<file path="config.mk">
export PLATFORM = sky130hd
export DESIGN_NAME = mic_e_position_encoder_unit_flat
export DESIGN_NICKNAME = d
export VERILOG_FILES = /design/src/mice_pkg.sv /design/src/mice_chan_if.sv /design/src/mice_parse.sv /design/src/mice_arith.sv /design/src/mice_pack.sv /design/src/mic_e_position_encoder_unit.sv /design/src/flat_wrapper.sv
export SDC_FILE = /design/constraint.sdc
export NUM_CORES = 1
export LEC_CHECK = 0
export BUFFER_PORTS_ARGS = -buffer_cell sky130_fd_sc_hd__buf_4
export CORE_MARGIN = 2
export CORE_UTILIZATION = 45
export DETAILED_ROUTE_END_ITERATION = 10
export HOLD_SLACK_MARGIN = 0.1
export PLACE_DENSITY = 0.68
export SETUP_SLACK_MARGIN = 0.05
export SLEW_MARGIN = 20
export SYNTH_ARGS = -nofsm -noshare
export SYNTH_HDL_FRONTEND = slang
export SYNTH_SLANG_ARGS = --single-unit
export TNS_END_PERCENT = 20
</file>
<file path="constraint.sdc">
create_clock -name clock -period 24.9 [get_ports clock]
set_input_delay 7.47 -clock clock [delete_from_list [all_inputs] [get_ports clock]]
set_output_delay 7.47 -clock clock [all_outputs]
set_load 0.05 [all_outputs]
</file>
<file path="src/mice_pkg.sv">
// ----------------------------------------------------------------------------
// mice_pkg
// Shared types, register indexes and encoding constants of the Mic-E
// position encoder.
// ----------------------------------------------------------------------------
package mice_pkg;

   // configuration register indexes
   localparam logic [2:0] CSR_MESSAGE_BITS    = 3'd0;
   localparam logic [2:0] CSR_CUSTOM_MESSAGE  = 3'd1;
   localparam logic [2:0] CSR_STATION_SSID    = 3'd2;
   localparam logic [2:0] CSR_SYMBOL_CODE     = 3'd3;
   localparam logic [2:0] CSR_ALTERNATE_TABLE = 3'd4;

   localparam int unsigned CSR_INDEX_W = 3;
   localparam int unsigned CSR_DATA_W  = 8;

   localparam logic [7:0] SYMBOL_RESET = 8'd110;

   // ascii letters and encoding offsets
   localparam logic [7:0] ASCII_N = 8'h4E;
   localparam logic [7:0] ASCII_S = 8'h53;
   localparam logic [7:0] ASCII_E = 8'h45;
   localparam logic [7:0] ASCII_W = 8'h57;

   localparam logic [7:0] DIGIT_BASE    = 8'h30;
   localparam logic [7:0] FLAG_ADD      = 8'h20;
   localparam logic [7:0] STD_MSG_ADD   = 8'h20;
   localparam logic [7:0] CUSTOM_MSG_ADD = 8'h11;
   localparam logic [7:0] TABLE_PRIMARY = 8'h2F;
   localparam logic [7:0] TABLE_ALT     = 8'h5C;
   localparam logic [7:0] BYTE_BIAS     = 8'd28;
   localparam logic [7:0] LOW_DEG_BIAS  = 8'd118;
   localparam logic [7:0] LOW_MIN_BIAS  = 8'd88;

   localparam logic [9:0] SPEED_LIMIT  = 10'd800;
   localparam logic [8:0] COURSE_LIMIT = 9'd360;

   localparam logic [2:0] PATH_FULL = 3'd4;
   localparam logic [2:0] PATH_NONE = 3'd0;

   typedef struct packed {
      logic [2:0] message_bits;
      logic       custom_message;
      logic [3:0] station_ssid;
      logic [7:0] symbol_code;
      logic       alternate_table;
   } cfg_type;

   // after field parse and digit weighting
   typedef struct packed {
      logic        bad;
      logic [3:0]  lat_nib0;
      logic [3:0]  lat_nib1;
      logic [3:0]  lat_nib2;
      logic [3:0]  lat_nib3;
      logic [3:0]  lat_nib5;
      logic [3:0]  lat_nib6;
      logic        north;
      logic        west;
      logic [10:0] deg;
      logic [7:0]  mins;
      logic [7:0]  hund;
      logic [9:0]  speed;
      logic [8:0]  course;
   } s1_type;

   // after byte mapping and decimal split
   typedef struct packed {
      logic       bad;
      logic [3:0] lat_nib0;
      logic [3:0] lat_nib1;
      logic [3:0] lat_nib2;
      logic [3:0] lat_nib3;
      logic [3:0] lat_nib5;
      logic [3:0] lat_nib6;
      logic       north;
      logic       west;
      logic       lon_offset;
      logic [7:0] deg_byte;
      logic [7:0] min_byte;
      logic [7:0] hund_byte;
      logic [6:0] spd_tens;
      logic [3:0] spd_units;
      logic [1:0] crs_hundreds;
      logic [6:0] crs_rest;
   } s2_type;

endpackage

</file>
<file path="src/mice_chan_if.sv">
// ----------------------------------------------------------------------------
// mice_chan_if
// Valid/ready channels of the Mic-E position encoder: position requests
// in, encoded responses out.
// ----------------------------------------------------------------------------
interface mice_req_if;
   logic        valid;
   logic        ready;
   logic [63:0] lat_text;
   logic [63:0] lon_text;
   logic [7:0]  lon_hemisphere;
   logic [9:0]  speed_knots;
   logic [8:0]  course_deg;

   modport source (output valid, lat_text, lon_text, lon_hemisphere, speed_knots,
                   course_deg, input ready);
   modport sink   (input valid, lat_text, lon_text, lon_hemisphere, speed_knots,
                   course_deg, output ready);
endinterface

interface mice_rsp_if;
   logic        valid;
   logic        ready;
   logic        status;
   logic [47:0] dest_chars;
   logic [63:0] info_chars;
   logic [2:0]  path_entries;

   modport source (output valid, status, dest_chars, info_chars, path_entries,
                   input ready);
   modport sink   (input valid, status, dest_chars, info_chars, path_entries,
                   output ready);
endinterface

</file>
<file path="src/mice_parse.sv">
// ----------------------------------------------------------------------------
// mice_parse
// First stage: hemisphere check, digit extraction, speed/course clamp and
// weighting of the degree, minute and hundredth digits.
// ----------------------------------------------------------------------------
module mice_parse (
   input  logic           clock,
   input  logic           reset,
   input  logic           in_valid,
   output logic           in_ready,
   input  logic [63:0]    lat_text,
   input  logic [63:0]    lon_text,
   input  logic [7:0]     lon_hemisphere,
   input  logic [9:0]     speed_knots,
   input  logic [8:0]     course_deg,
   output logic           out_valid,
   input  logic           out_ready,
   output mice_pkg::s1_type out_data
);
   import mice_pkg::*;

   logic   valid_ff;
   logic   valid_in;
   s1_type data_ff;
   s1_type data_in;
   logic [7:0] ns_char;
   logic [3:0] lon_n0, lon_n1, lon_n2, lon_n3, lon_n4, lon_n6, lon_n7;

   assign ns_char = lat_text[7:0];
   assign lon_n0  = lon_text[59:56];
   assign lon_n1  = lon_text[51:48];
   assign lon_n2  = lon_text[43:40];
   assign lon_n3  = lon_text[35:32];
   assign lon_n4  = lon_text[27:24];
   assign lon_n6  = lon_text[11:8];
   assign lon_n7  = lon_text[3:0];

   always_comb begin
      data_in          = '0;
      data_in.bad      = ((ns_char != ASCII_N) && (ns_char != ASCII_S)) ||
                         ((lon_hemisphere != ASCII_E) && (lon_hemisphere != ASCII_W));
      data_in.lat_nib0 = lat_text[59:56];
      data_in.lat_nib1 = lat_text[51:48];
      data_in.lat_nib2 = lat_text[43:40];
      data_in.lat_nib3 = lat_text[35:32];
      data_in.lat_nib5 = lat_text[19:16];
      data_in.lat_nib6 = lat_text[11:8];
      data_in.north    = (ns_char == ASCII_N);
      data_in.west     = (lon_hemisphere == ASCII_W);
      data_in.deg      = {7'd0, lon_n0} * 11'd100 + {7'd0, lon_n1} * 11'd10 +
                         {7'd0, lon_n2};
      data_in.mins     = {4'd0, lon_n3} * 8'd10 + {4'd0, lon_n4};
      data_in.hund     = {4'd0, lon_n6} * 8'd10 + {4'd0, lon_n7};
      data_in.speed    = (speed_knots >= SPEED_LIMIT) ? 10'd0 : speed_knots;
      data_in.course   = (course_deg > COURSE_LIMIT) ? 9'd0 : course_deg;
   end

   assign in_ready  = !valid_ff || out_ready;
   assign valid_in  = in_ready ? in_valid : valid_ff;
   assign out_valid = valid_ff;
   assign out_data  = data_ff;

   always_ff @(posedge clock) begin
      if (reset) begin
         valid_ff <= 1'b0;
      end else begin
         valid_ff <= valid_in;
      end
   end

   always_ff @(posedge clock) begin
      if (in_valid && in_ready) begin
         data_ff <= data_in;
      end
   end

   a_speed_clamped: assert property (@(posedge clock) disable iff (reset)
      valid_ff |-> data_ff.speed < SPEED_LIMIT)
      else $error("speed above limit left the parse stage");
   a_course_clamped: assert property (@(posedge clock) disable iff (reset)
      valid_ff |-> data_ff.course <= COURSE_LIMIT)
      else $error("course above limit left the parse stage");
   a_stall_holds: assert property (@(posedge clock) disable iff (reset)
      (valid_ff && !out_ready) |=> (valid_ff && $stable(data_ff)))
      else $error("parse stage lost its item under stall");

endmodule

</file>
<file path="src/mice_arith.sv">
// ----------------------------------------------------------------------------
// mice_arith
// Second stage: longitude bytes with their offset flag, and decimal split of
// speed and course by reciprocal multiplication.
// ----------------------------------------------------------------------------
module mice_arith (
   input  logic             clock,
   input  logic             reset,
   input  logic             in_valid,
   output logic             in_ready,
   input  mice_pkg::s1_type in_data,
   output logic             out_valid,
   input  logic             out_ready,
   output mice_pkg::s2_type out_data
);
   import mice_pkg::*;

   logic   valid_ff;
   logic   valid_in;
   s2_type data_ff;
   s2_type data_in;
   logic [17:0] spd_prod;
   logic [14:0] crs_prod;
   logic [6:0]  spd_q;
   logic [1:0]  crs_q;
   logic [9:0]  spd_rem;
   logic [8:0]  crs_rem;
   logic [10:0] deg_sum;

   // x/10 = (x*205)>>11 for x < 1024, x/100 = (x*41)>>12 for x <= 360
   assign spd_prod = {8'd0, in_data.speed} * 18'd205;
   assign crs_prod = {6'd0, in_data.course} * 15'd41;
   assign spd_q    = spd_prod[17:11];
   assign crs_q    = crs_prod[13:12];
   assign spd_rem  = in_data.speed - {3'd0, spd_q} * 10'd10;
   assign crs_rem  = in_data.course - {7'd0, crs_q} * 9'd100;

   always_comb begin
      priority if (in_data.deg < 11'd10) begin
         deg_sum = in_data.deg + {3'd0, LOW_DEG_BIAS};
      end else if (in_data.deg < 11'd100) begin
         deg_sum = in_data.deg + {3'd0, BYTE_BIAS};
      end else if (in_data.deg < 11'd110) begin
         deg_sum = in_data.deg + 11'd8;
      end else begin
         deg_sum = in_data.deg - 11'd72;
      end
   end

   always_comb begin
      data_in              = '0;
      data_in.bad          = in_data.bad;
      data_in.lat_nib0     = in_data.lat_nib0;
      data_in.lat_nib1     = in_data.lat_nib1;
      data_in.lat_nib2     = in_data.lat_nib2;
      data_in.lat_nib3     = in_data.lat_nib3;
      data_in.lat_nib5     = in_data.lat_nib5;
      data_in.lat_nib6     = in_data.lat_nib6;
      data_in.north        = in_data.north;
      data_in.west         = in_data.west;
      data_in.lon_offset   = (in_data.deg < 11'd10) || (in_data.deg >= 11'd100);
      data_in.deg_byte     = deg_sum[7:0];
      data_in.min_byte     = (in_data.mins < 8'd10) ? in_data.mins + LOW_MIN_BIAS
                                                     : in_data.mins + BYTE_BIAS;
      data_in.hund_byte    = in_data.hund + BYTE_BIAS;
      data_in.spd_tens     = spd_q;
      data_in.spd_units    = spd_rem[3:0];
      data_in.crs_hundreds = crs_q;
      data_in.crs_rest     = crs_rem[6:0];
   end

   assign in_ready  = !valid_ff || out_ready;
   assign valid_in  = in_ready ? in_valid : valid_ff;
   assign out_valid = valid_ff;
   assign out_data  = data_ff;

   always_ff @(posedge clock) begin
      if (reset) begin
         valid_ff <= 1'b0;
      end else begin
         valid_ff <= valid_in;
      end
   end

   always_ff @(posedge clock) begin
      if (in_valid && in_ready) begin
         data_ff <= data_in;
      end
   end

   a_spd_units: assert property (@(posedge clock) disable iff (reset)
      valid_ff |-> data_ff.spd_units < 4'd10)
      else $error("speed units digit out of range");
   a_crs_rest: assert property (@(posedge clock) disable iff (reset)
      valid_ff |-> data_ff.crs_rest < 7'd100)
      else $error("course remainder out of range");
   a_spd_tens: assert property (@(posedge clock) disable iff (reset)
      valid_ff |-> data_ff.spd_tens < 7'd80)
      else $error("speed tens beyond clamp");

endmodule

</file>
<file path="src/mice_pack.sv">
// ----------------------------------------------------------------------------
// mice_pack
// Last stage: applies message bits and flags to the destination characters,
// builds the info bytes and holds the response in the output register.
// ----------------------------------------------------------------------------
module mice_pack (
   input  logic             clock,
   input  logic             reset,
   input  mice_pkg::cfg_type cfg,
   input  logic             in_valid,
   output logic             in_ready,
   input  mice_pkg::s2_type in_data,
   mice_rsp_if.source       rsp
);
   import mice_pkg::*;

   logic        valid_ff;
   logic        valid_in;
   logic        status_ff, status_in;
   logic [47:0] dest_ff, dest_in;
   logic [63:0] info_ff, info_in;
   logic [2:0]  path_ff, path_in;
   logic [7:0]  msg_add;
   logic [7:0]  d0, d1, d2, d3, d4, d5;
   logic [7:0]  b3, b4, b5, b7;

   assign msg_add = cfg.custom_message ? CUSTOM_MSG_ADD : STD_MSG_ADD;

   always_comb begin
      d0 = (DIGIT_BASE | {4'd0, in_data.lat_nib0}) +
           (cfg.message_bits[2] ? msg_add : 8'd0);
      d1 = (DIGIT_BASE | {4'd0, in_data.lat_nib1}) +
           (cfg.message_bits[1] ? msg_add : 8'd0);
      d2 = (DIGIT_BASE | {4'd0, in_data.lat_nib2}) +
           (cfg.message_bits[0] ? msg_add : 8'd0);
      d3 = (DIGIT_BASE | {4'd0, in_data.lat_nib3}) + (in_data.north ? FLAG_ADD : 8'd0);
      d4 = (DIGIT_BASE | {4'd0, in_data.lat_nib5}) +
           (in_data.lon_offset ? FLAG_ADD : 8'd0);
      d5 = (DIGIT_BASE | {4'd0, in_data.lat_nib6}) + (in_data.west ? FLAG_ADD : 8'd0);
      b3 = {1'b0, in_data.spd_tens} + BYTE_BIAS;
      b4 = {4'd0, in_data.spd_units} * 8'd10 + {6'd0, in_data.crs_hundreds} + BYTE_BIAS;
      b5 = {1'b0, in_data.crs_rest} + BYTE_BIAS;
      b7 = cfg.alternate_table ? TABLE_ALT : TABLE_PRIMARY;
   end

   always_comb begin
      if (in_data.bad) begin
         status_in = 1'b1;
         dest_in   = '0;
         info_in   = '0;
         path_in   = PATH_NONE;
      end else begin
         status_in = 1'b0;
         dest_in   = {d0, d1, d2, d3, d4, d5};
         info_in   = {in_data.deg_byte, in_data.min_byte, in_data.hund_byte,
                      b3, b4, b5, cfg.symbol_code, b7};
         path_in   = (cfg.station_ssid == 4'd0) ? PATH_FULL : PATH_NONE;
      end
   end

   assign in_ready         = !valid_ff || rsp.ready;
   assign valid_in         = in_ready ? in_valid : valid_ff;
   assign rsp.valid        = valid_ff;
   assign rsp.status       = status_ff;
   assign rsp.dest_chars   = dest_ff;
   assign rsp.info_chars   = info_ff;
   assign rsp.path_entries = path_ff;

   always_ff @(posedge clock) begin
      if (reset) begin
         valid_ff <= 1'b0;
      end else begin
         valid_ff <= valid_in;
      end
   end

   always_ff @(posedge clock) begin
      if (in_valid && in_ready) begin
         status_ff <= status_in;
         dest_ff   <= dest_in;
         info_ff   <= info_in;
         path_ff   <= path_in;
      end
   end

   a_bad_zeroed: assert property (@(posedge clock) disable iff (reset)
      (valid_ff && status_ff) |->
         (dest_ff == 48'd0 && info_ff == 64'd0 && path_ff == PATH_NONE))
      else $error("error response carries nonzero fields");
   a_table_byte: assert property (@(posedge clock) disable iff (reset)
      (valid_ff && !status_ff) |->
         (info_ff[7:0] == TABLE_PRIMARY || info_ff[7:0] == TABLE_ALT))
      else $error("symbol table byte is neither table");
   a_path_ssid: assert property (@(posedge clock) disable iff (reset)
      (valid_ff && !status_ff) |->
         (path_ff == ((cfg.station_ssid == 4'd0) ? PATH_FULL : PATH_NONE)))
      else $error("path entry count disagrees with ssid");

endmodule

</file>
<file path="src/mic_e_position_encoder_unit.sv">
// ----------------------------------------------------------------------------
// mic_e_position_encoder_unit
// Encodes one APRS Mic-E position report into destination characters and
// info bytes 1..8.
// ----------------------------------------------------------------------------
// Usage:
//   req_ch carries one position report per item: latitude text, longitude
//   text and hemisphere, speed and course. rsp_ch returns one response per
//   item: status, six destination characters, info bytes and path count.
//   csr_we/csr_index/csr_wdata write the message bits, message mode, ssid,
//   symbol and symbol table; write them only while no item is in flight.
//   A request passes through three registered stages in order: parse and
//   digit weighting, byte mapping with the speed/course decimal split, then
//   packing into the output register. The pipeline takes one item per
//   cycle while rsp_ch accepts responses; each of the three stages holds one
//   item and moves on whenever the stage after it is empty or draining.
//   While rsp_ch stalls the stages fill up and req_ch.ready drops once all
//   three are occupied; nothing is dropped or repeated.
//   Synchronous reset empties the pipeline and loads the register defaults
//   (symbol 'n', primary table, standard message, ssid zero).
// ----------------------------------------------------------------------------
module mic_e_position_encoder_unit (
   input  logic                                clock,
   input  logic                                reset,
   mice_req_if.sink                            req_ch,
   mice_rsp_if.source                          rsp_ch,
   input  logic                                csr_we,
   input  logic [mice_pkg::CSR_INDEX_W-1:0]    csr_index,
   input  logic [mice_pkg::CSR_DATA_W-1:0]     csr_wdata
);
   import mice_pkg::*;

   cfg_type cfg_ff;
   cfg_type cfg_in;
   s1_type  s1_data;
   s2_type  s2_data;
   logic    s1_valid, s1_ready;
   logic    s2_valid, s2_ready;

   always_comb begin
      cfg_in = cfg_ff;
      if (csr_we) begin
         unique case (csr_index)
            CSR_MESSAGE_BITS:    cfg_in.message_bits    = csr_wdata[2:0];
            CSR_CUSTOM_MESSAGE:  cfg_in.custom_message  = csr_wdata[0];
            CSR_STATION_SSID:    cfg_in.station_ssid    = csr_wdata[3:0];
            CSR_SYMBOL_CODE:     cfg_in.symbol_code     = csr_wdata;
            CSR_ALTERNATE_TABLE: cfg_in.alternate_table = csr_wdata[0];
            default:             cfg_in = cfg_ff;
         endcase
      end
   end

   always_ff @(posedge clock) begin
      if (reset) begin
         cfg_ff.message_bits    <= 3'd0;
         cfg_ff.custom_message  <= 1'b0;
         cfg_ff.station_ssid    <= 4'd0;
         cfg_ff.symbol_code     <= SYMBOL_RESET;
         cfg_ff.alternate_table <= 1'b0;
      end else begin
         cfg_ff <= cfg_in;
      end
   end

   mice_parse u_parse (
      .clock          (clock),
      .reset          (reset),
      .in_valid       (req_ch.valid),
      .in_ready       (req_ch.ready),
      .lat_text       (req_ch.lat_text),
      .lon_text       (req_ch.lon_text),
      .lon_hemisphere (req_ch.lon_hemisphere),
      .speed_knots    (req_ch.speed_knots),
      .course_deg     (req_ch.course_deg),
      .out_valid      (s1_valid),
      .out_ready      (s1_ready),
      .out_data       (s1_data)
   );

   mice_arith u_arith (
      .clock     (clock),
      .reset     (reset),
      .in_valid  (s1_valid),
      .in_ready  (s1_ready),
      .in_data   (s1_data),
      .out_valid (s2_valid),
      .out_ready (s2_ready),
      .out_data  (s2_data)
   );

   mice_pack u_pack (
      .clock    (clock),
      .reset    (reset),
      .cfg      (cfg_ff),
      .in_valid (s2_valid),
      .in_ready (s2_ready),
      .in_data  (s2_data),
      .rsp      (rsp_ch)
   );

endmodule
</file>
<file path="src/flat_wrapper.sv">
// flat-port wrapper written by rule: the top's interface ports become plain ports
module mic_e_position_encoder_unit_flat import mice_pkg::*;
  (clock, reset, csr_we, csr_index, csr_wdata, req_ch_valid, req_ch_lat_text, req_ch_lon_text, req_ch_lon_hemisphere, req_ch_speed_knots, req_ch_course_deg, req_ch_ready, rsp_ch_valid, rsp_ch_status, rsp_ch_dest_chars, rsp_ch_info_chars, rsp_ch_path_entries, rsp_ch_ready);
  mice_req_if req_ch_i ();
  mice_rsp_if rsp_ch_i ();
  input  logic clock;
  input  logic reset;
  input  logic csr_we;
  input  logic [mice_pkg::CSR_INDEX_W-1:0] csr_index;
  input  logic [mice_pkg::CSR_DATA_W-1:0] csr_wdata;
  input wire logic [$bits(req_ch_i.valid)-1:0] req_ch_valid;
  input wire logic [$bits(req_ch_i.lat_text)-1:0] req_ch_lat_text;
  input wire logic [$bits(req_ch_i.lon_text)-1:0] req_ch_lon_text;
  input wire logic [$bits(req_ch_i.lon_hemisphere)-1:0] req_ch_lon_hemisphere;
  input wire logic [$bits(req_ch_i.speed_knots)-1:0] req_ch_speed_knots;
  input wire logic [$bits(req_ch_i.course_deg)-1:0] req_ch_course_deg;
  output wire logic [$bits(req_ch_i.ready)-1:0] req_ch_ready;
  output wire logic [$bits(rsp_ch_i.valid)-1:0] rsp_ch_valid;
  output wire logic [$bits(rsp_ch_i.status)-1:0] rsp_ch_status;
  output wire logic [$bits(rsp_ch_i.dest_chars)-1:0] rsp_ch_dest_chars;
  output wire logic [$bits(rsp_ch_i.info_chars)-1:0] rsp_ch_info_chars;
  output wire logic [$bits(rsp_ch_i.path_entries)-1:0] rsp_ch_path_entries;
  input wire logic [$bits(rsp_ch_i.ready)-1:0] rsp_ch_ready;
  assign req_ch_i.valid = req_ch_valid;
  assign req_ch_i.lat_text = req_ch_lat_text;
  assign req_ch_i.lon_text = req_ch_lon_text;
  assign req_ch_i.lon_hemisphere = req_ch_lon_hemisphere;
  assign req_ch_i.speed_knots = req_ch_speed_knots;
  assign req_ch_i.course_deg = req_ch_course_deg;
  assign req_ch_ready = req_ch_i.ready;
  assign rsp_ch_valid = rsp_ch_i.valid;
  assign rsp_ch_status = rsp_ch_i.status;
  assign rsp_ch_dest_chars = rsp_ch_i.dest_chars;
  assign rsp_ch_info_chars = rsp_ch_i.info_chars;
  assign rsp_ch_path_entries = rsp_ch_i.path_entries;
  assign rsp_ch_i.ready = rsp_ch_ready;
  mic_e_position_encoder_unit u_core (.clock(clock), .reset(reset), .req_ch(req_ch_i), .rsp_ch(rsp_ch_i), .csr_we(csr_we), .csr_index(csr_index), .csr_wdata(csr_wdata));
endmodule
</file>
==> results of run 1 <==
-- routing by layer --
metal  routed length (um)  track usage  vias up
li1                     -            -     4050
met1                 9708       0.1817     3828
met2                11890       0.2718      206
met3                 1799      0.03706       24
met4                  333      0.03654        0
met5                    0            0        -
-- cell families (layout without fill, tap and decap cells) --
family | after synthesis | after routing
simple gates | 271 | 271
flops | 265 | 265
fa+ha+maj | 181 | 181
buf+inv | 126 | 365
compound gates | 100 | 100
xor+xnor | 73 | 73
mux | 12 | 12
other cells | 1 | 10
-- cell type report --
class,count,area (um^2),area share
Antenna cell,1,2.502,0.0001519
Tap cell,390,488.0,0.02962
Clock buffer,38,769.5,0.04670
Multi-Input combinational cell,646,5389,0.3271
Clock inverter,16,91.34,0.005544
Sequential cell,265,7757,0.4708
Inverter,95,356.6,0.02164
Timing Repair Buffer,216,1622,0.09842
-- metrics by stage --
step           hold slack [ps]  total power [mW]  area, um^2
3_3_place_gp             401.5             1.003       15610
2_1_floorplan            400.3            0.9203       13650
3_5_place_dp             405.6             1.018       15610
6_report                 413.7             1.387       16480
4_1_cts                  419.6             1.408       16470
5_1_grt                  424.2             1.486       16470
-- report_power, final --
group          total (mW)  internal, mW  switching (mW)
sequential          0.587         0.560          0.0271
combinational       0.418         0.189           0.229
clock               0.382         0.218           0.164
total                1.39         0.966           0.420
-- state kept, by name (all words and copies together), names as in the netlist --
signal                          flops
u_core.u_parse.out_valid            1
u_core.u_pack.rsp.valid             1
u_core.u_pack.rsp.info_chars       59
u_core.u_arith.out_valid            1
u_core.u_pack.rsp.status            1
u_core.u_parse.out_data            73
u_core.u_pack.rsp.path_entries      1
u_core.cfg_ff                      17
u_core.u_pack.rsp.dest_chars       39
u_core.u_arith.out_data            72
-- synthesized netlist by cell type, drive strengths merged, types with 3 or more instances --
library cell  number  area (um^2)
a211oi             3        22.52
o21ai             23        115.1
a31oi              3        18.77
or4                3        22.52
buf               18        127.6
or3                3        18.77
ha               149         1864
nand3             16        80.08
edfxtp           245         7357
a21o               7        52.55
and2              21        131.4
o21a               4        30.03
nor2              66        250.2
fa                32        640.6
and3               3        20.02
mux2i             12        120.1
nand2             45        168.9
nor3b              4        30.03
inv               95        356.6
a21boi             4        30.03
nand2b             6        40.04
nand3b             7        52.55
a21oi             40        204.0
nor3              11        55.05
nand4bb            3        33.78
xnor2             46        402.9
nor2b             75        469.2
dfxtp             20        400.4
clkbuf            13        48.80
nand4              5        31.28
xor2              27        236.5
-- cells in the final DEF (no fill, tap or decap), drive strengths merged, types with 12 or more instances in the layout --
cell type | synthesis | routed
inv | 95 | 97
xor2 | 27 | 27
nand2 | 45 | 45
o21ai | 23 | 23
nand3 | 16 | 16
clkbuf | 13 | 38
mux2i | 12 | 12
nor2 | 66 | 66
clkinv | 0 | 12
buf | 18 | 216
edfxtp | 245 | 245
and2 | 21 | 21
fa | 32 | 32
a21oi | 40 | 40
nor2b | 75 | 75
dfxtp | 20 | 20
ha | 149 | 149
xnor2 | 46 | 46
-- worst max-delay path: cells and delay by family --
kind,cells,cell delay (ps)
AND/OR/NAND/NOR,2,780
buffers and inverters,2,350
-- path summary, 6_finish.rpt --
kind | startpoint | endpoint | slack, ps
max | rsp_ch_ready | req_ch_ready | 8830
min | u_core.u_parse.out_data[69] | u_core.u_arith.out_data[68] | 410
max reg2reg | u_core.u_parse.out_data[11] | u_core.u_arith.out_data[12] | 19910
min reg2reg | u_core.u_parse.out_data[69] | u_core.u_arith.out_data[68] | 410
==> impl_results.md, run 1 <==
- Run status: complete, no violations
- Clock latency at the later pin of the worst-skew pair: 540 ps
- Die span in x: 177.9 um
- Number of distinct standard cells referenced by the synthesized netlist: 54
- Avg Inst Size Synth: 13.23 um^2
- Resized cells post-CTS: 0
- Worst path max stage delay: 570 ps
- Worst-case setup slack after placement: 8847 ps
- Synthesized-area fraction occupied by ao, oa, aoi and oai cells: 0.04484
- H-tree depth: 1
- Path category of the worst min-delay check: reg -> reg
- Max-slew violation count: 0
- Post CTS Setup Buffer Count: 0
- Avg WL per Cell: 14.24 um
- Count of final setup violators: 0
- Instance count after placement with tap cells included: 1612
- Fill cells: 2457
- Wire length reported by the detailed router: 23740 um
- Required time at the endpoint of the critical path: 17430 ps
- Critical Path AT: 8600 ps
- Synth async-reset ratio: 0
- Slew Limit Headroom: 0.3171
- Count of mapped cells out of synthesis: 1029
- Global-route usage over all layers: 0.1512
- Cells along the critical path: buf_4, nor2b_1, nand3_1, buf_4
- Tcrit/Tclk final: 0.6454
- TritonCTS clock tree: built
- Post-route DRC: 0
- Nature of the critical path endpoint: output pin
- Hold Crit Depth: 0
- Post-Synth XOR/XNOR Area: 0.04696
- Worst Reg2Reg Path Length in Cells: 16
- Post-synth EDFFs: 245
- Core Box Area: 29720 um^2
- Area growth syn-to-layout: 21.01%
- Post-layout min period: 16070 ps
- Number of DRC violations after detailed-routing iteration 0: 401
- Worst-Margin Slew: 1024 ps
- Maximum number of pins on one net before global-route repair: 84
- Category of the critical setup timing path: in -> out
- I/O pin count: 289
- Worst ir drop on vdd: 0.05275 mV
- Most prevalent standard cell on the critical path: buf_4
- Maximum root-to-sink buffer count: 3
- Fraction of layout cells with a size suffix above 1: 0.2124
- Final hold violation count: 0
- Max FO, Critical Path: 6
- Static Leak: 6.856 nW
- Fraction of synthesized area in multiplexers: 0.008822
- Area of the die: 31660 um^2
- Gr ovfl total: 0
- CTS Buf Count: 29
- Sum of negative setup slack: 0 ps
- RSZ-0062 raised after global routing: false
- First-pass GRT wire length: 38340 um
- Dominant synthesized flop cell: edfxtp_1
- Cell at the root of the clock tree: clkbuf_16
- Post-layout util: 0.5544
- Number of buffers inserted by hold repair at cts: 0
- Post-route ant nets: 0
- Critical path's slowest cell: nor2b_1
- Clock-pin slew on the worst setup and hold paths: 60 ps
- Routability-driven placement congestion ratio: 0.8214
- Die Y-Extent: 177.9 um
- Layout Skew: 8.231 ps
- Antenna violations before repair: 1
- Worst-case setup margin in the final layout: 8830 ps
- Synth warn: 0
- Layout Nets: 1605
- Clock tree sinks: 265
- Synth Register Bits: 265
- Simple logic cell fraction of the synthesized area: 0.1062
- Adder and majority gate portion of the synthesized area: 0.1840
- Worst setup SP type: input port
- Dominant combinational cell family by area after synthesis: adder cells
- Max-capacitance violation count: 0
- Detailed-router iteration count before antenna repair: 4
- Via count of the first global-routing pass: 8034
- Total power divided by cell area: 84.17 nW/um^2
- Final cell count without fillers: 1667
- Vias after detailed routing: 8108
- Effective utilization at floorplan: 0.4582
- Via density per instance: 4.864
- Number of buffer cells added on primary ports: 211
- Achievable clock frequency: 62.23 MHz
- Placed wire-length estimate: 17610 um
- Count of standard-cell rows: 63
- Sequential element share of the synthesized area: 0.5697
- Synthesized area: 13620 um^2
No activity file was read; power rests on OpenSTA's default activity.
==> inputs of run 2 (changes only) <==
--- a/config.mk
+++ b/config.mk
@@ -5,6 +5,7 @@
 export SDC_FILE = /design/constraint.sdc
 export NUM_CORES = 1
 export LEC_CHECK = 0
+export ABC_AREA = 1
 export BUFFER_PORTS_ARGS = -buffer_cell sky130_fd_sc_hd__buf_4
 export CORE_MARGIN = 2
 export CORE_UTILIZATION = 45
==> constraint.sdc (replaced) <==
create_clock -name clock -period 16.7 [get_ports clock]
set_input_delay 5.01 -clock clock [delete_from_list [all_inputs] [get_ports clock]]
set_output_delay 5.01 -clock clock [all_outputs]
set_load 0.05 [all_outputs]
==> impl_results.md, run 2 <==
- Run status: complete, no violations (unchanged)
- Worst-Margin Slew: 996.6 ps (was 1024 ps)
- Number of distinct standard cells referenced by the synthesized netlist: 36 (was 54)
- RSZ-0062 raised after global routing: false (unchanged)
- Static Leak: 7.978 nW (was 6.856 nW)
- Number of buffer and inverter instances along the worst setup path: 3 (was 2)
- Detailed-router iteration count before antenna repair: 4 (unchanged)
- Max-capacitance violation count: 0 (unchanged)
- Clock-pin slew on the worst setup and hold paths: 60 ps (about the same)
- Via density per instance: 4.756 (was 4.864)
- Layout Skew: 21.20 ps (was 8.231 ps)
- Post-route ant nets: 0 (unchanged)
- Clock latency at the later pin of the worst-skew pair: 560 ps (was 540 ps)
- Fraction of layout cells with a size suffix above 1: 0.1906 (was 0.2124)
- Synth async-reset ratio: 0 (unchanged)
- H-tree depth: 1 (unchanged)
- Post-layout min period: 10730 ps
- Total power divided by cell area: 121.1 nW/um^2 (was 84.17 nW/um^2)
- Layout Nets: 1846 (was 1605)
- Count of final setup violators: 0 (unchanged)
- Sequential element share of the synthesized area: 0.5506 (was 0.5697)
- Avg Inst Size Synth: 11.10 um^2 (was 13.23 um^2)
- Sum of negative setup slack: 0 ps (unchanged)
- Critical Path AT: 5720 ps (was 8600 ps)
- TritonCTS clock tree: built (unchanged)
- Final hold violation count: 0 (unchanged)
- Instance count after placement with tap cells included: 1859 (was 1612)
- Worst ir drop on vdd: 0.08175 mV (was 0.05275 mV)
- Worst setup SP type: input port (unchanged)
- Resized cells post-CTS: 0 (unchanged)
- Core Box Area: 30750 um^2 (was 29720 um^2)
- Top area cells in the synthesized netlist: edfxtp_1 52%, ha_1 13%, inv_1 6.6%, fa_1 4.5%, nand2_1 3.7% (was edfxtp_1 54%, ha_1 14%, fa_1 4.7%, nor2b_1 3.4%, xnor2_1 3.0%)
- Avg WL per Cell: 13.83 um (was 14.24 um)
- Synthesized area: 14090 um^2 (was 13620 um^2)
- Setup slack of the most critical reg-to-reg path: 11870 ps (was 19910 ps)
- Count of standard-cell rows: 64 (was 63)
- Depth of the critical timing path with buffers and inverters included: 6 (was 4)
- Cell at the root of the clock tree: clkbuf_16 (unchanged)
- Category of the critical setup timing path: in -> out (unchanged)
- Tcrit/Tclk final: 0.6424
- Placed wire-length estimate: 19580 um (was 17610 um)
- Cell family contributing the most delay on the critical path: buffers and inverters (was simple AND/OR/NAND/NOR gates)
- Number of buffer cells added on primary ports: 211 (unchanged)
- Worst path max stage delay: 200 ps (was 570 ps)
- Area of the die: 32740 um^2 (was 31660 um^2)
- Gr ovfl total: 0 (unchanged)
- I/O pin count: 289 (unchanged)
- Hold Crit Depth: 0 (unchanged)
- Routed met3 length: 1316 um (was 1799 um)
- Count of mapped cells out of synthesis: 1269 (was 1029)
- Cells along the critical path: buf_4, inv_1, nand2_1, nor2_1, nand2_1, buf_4 (was buf_4, nor2b_1, nand3_1, buf_4)
- Achievable clock frequency: 93.22 MHz
- Number of buffers inserted by hold repair at cts: 0 (unchanged)
- Most frequent cell after synthesis: inv_1 (was edfxtp_1)
- Path category of the worst min-delay check: reg -> reg (unchanged)
- Die Y-Extent: 180.9 um (was 177.9 um)
- Post-route DRC: 0 (unchanged)
- Routability-driven placement congestion ratio: 0.8686 (was 0.8214)
- Nature of the critical path endpoint: output pin (unchanged)
- Largest register FFs: 73 (unchanged)
- Required time at the endpoint of the critical path: 11690 ps (was 17430 ps)
- CTS Buf Count: 29 (unchanged)
- Worst Reg2Reg Path Length in Cells: 21 (was 16)
- Global-route usage over all layers: 0.1642 (was 0.1512)
- Die span in x: 180.9 um (was 177.9 um)
- Met1 wire length: 11140 um (was 9708 um)
- Critical path's slowest cell: buf_4 (was nor2b_1)
- Area growth syn-to-layout: 21.71% (was 21.01%)
- Final cell count without fillers: 1913 (was 1667)
- Maximum number of pins on one net before global-route repair: 84 (unchanged)
- Max FO, Critical Path: 3 (was 6)
- Post-synth top area cell: edfxtp_1 (unchanged)
- Synth warn: 0 (unchanged)
- Top layer used by detailed routing: met4 (unchanged)
- Post-synth EDFFs: 245 (unchanged)
- Maximum root-to-sink buffer count: 3 (unchanged)
- Sum of met2 wire segment lengths after detailed routing: 13150 um (was 11890 um)
- Post-route worst hold slack: 410.4 ps (was 413.7 ps)
- Synth Register Bits: 265 (unchanged)
- Clock tree sinks: 265 (unchanged)
- Number of DRC violations after detailed-routing iteration 0: 412 (was 401)
- Share of Yosys cell area claimed by the top area cell type: 0.5222 (was 0.5403)
- Antenna violations before repair: 1 (unchanged)
- Via count of the first global-routing pass: 9203 (was 8034)
- Slew Limit Headroom: 0.3356 (was 0.3171)
- Dominant synthesized flop cell: edfxtp_1 (unchanged)
- First-pass GRT wire length: 43880 um (was 38340 um)
- Effective utilization at floorplan: 0.4582 (about the same)
- Vias after detailed routing: 9099 (was 8108)
- Highest-count cells in the layout ignoring fill and taps: 245 x inv_1, 245 x edfxtp_1, 215 x buf_4, 149 x ha_1, 139 x nand2_1 (was 245 x edfxtp_1, 216 x buf_4, 149 x ha_1, 95 x inv_1, 74 x nor2b_1)
- Max-slew violation count: 0 (unchanged)
- Wire length reported by the detailed router: 26460 um (was 23740 um)
- Post CTS Setup Buffer Count: 0 (unchanged)
- Cell types with the highest counts after synthesis: 247 x inv_1, 245 x edfxtp_1, 149 x ha_1 (was 245 x edfxtp_1, 149 x ha_1, 95 x inv_1)
run 2: cell types whose count changed after synthesis, sizes merged, moves of 27 or more:
cell / previous run / this run
xnor2: 46 / 18
nor2b: 75 / 0
inv: 95 / 248
o21ai: 23 / 54
a21oi: 40 / 76
nand3: 16 / 43
nor2: 66 / 130
nand2: 45 / 145
run 2: report_power, final:
part | total (mW) | leakage, nW | switching [mW] | internal (mW)
clock | 0.706 | 0.516 | 0.260 | 0.446
combinational | 0.537 | 4.94 | 0.326 | 0.211
sequential | 0.833 | 2.52 | 0.0282 | 0.804
run 2: metal layers:
metal,vias to the layer above,global-route usage
met5,-,0
met4,0,0.05366
met3,45,0.02903
met2,214,0.2977
met1,4201,0.1978
li1,4639,-
run 2: kinds of logic after synthesis:
kind of cell               count (synthesis)  share of synthesized area
AOI/OAI and AO/OA                        146                    0.05710
other                                      1                  0.0002662
xor gates and xnor gates                  50                    0.03108
buffers and inverters                    277                    0.07815
DFF                                      265                     0.5506
adders and majority gates                181                     0.1778
and+or+nand+nor                          349                     0.1051
run 2: final cells by class:
type                    instances  area (um^2)
diodes                          1        2.502
repair buffers                215         1614
flip-flops and latches        265         7757
multi-input cells             735         5273
inverters                     248        933.4
clock inverters                21        326.6
well taps                     396        495.5
fillers                      2596        13600
clock buffers                  32        747.0
run 2: worst paths after layout:
path	from	to
hold / removal	u_core.u_parse.out_data[68]	u_core.u_arith.out_data[67]
setup / recovery	rsp_ch_ready	req_ch_ready
hold reg to reg	u_core.u_parse.out_data[68]	u_core.u_arith.out_data[67]
setup reg to reg	u_core.u_parse.out_data[12]	u_core.u_arith.out_data[12]
run 2: through the flow:
| step | utilization | cell area [um^2] | setup WS [ps] | total power [mW] |
|---|---|---|---|---|
| 2_1_floorplan | - | 14120 | 6127 | 1.258 |
| 4_1_cts | 0.5576 | 17150 | 5970 | 2.101 |
| 5_1_grt | 0.5577 | 17150 | 5860 | 2.209 |
| 3_5_place_dp | 0.5227 | 16070 | 5973 | 1.387 |
| 3_3_place_gp | 0.5227 | 16070 | 5978 | 1.368 |
| 6_report | 0.5577 | 17150 | 5973 | 2.076 |
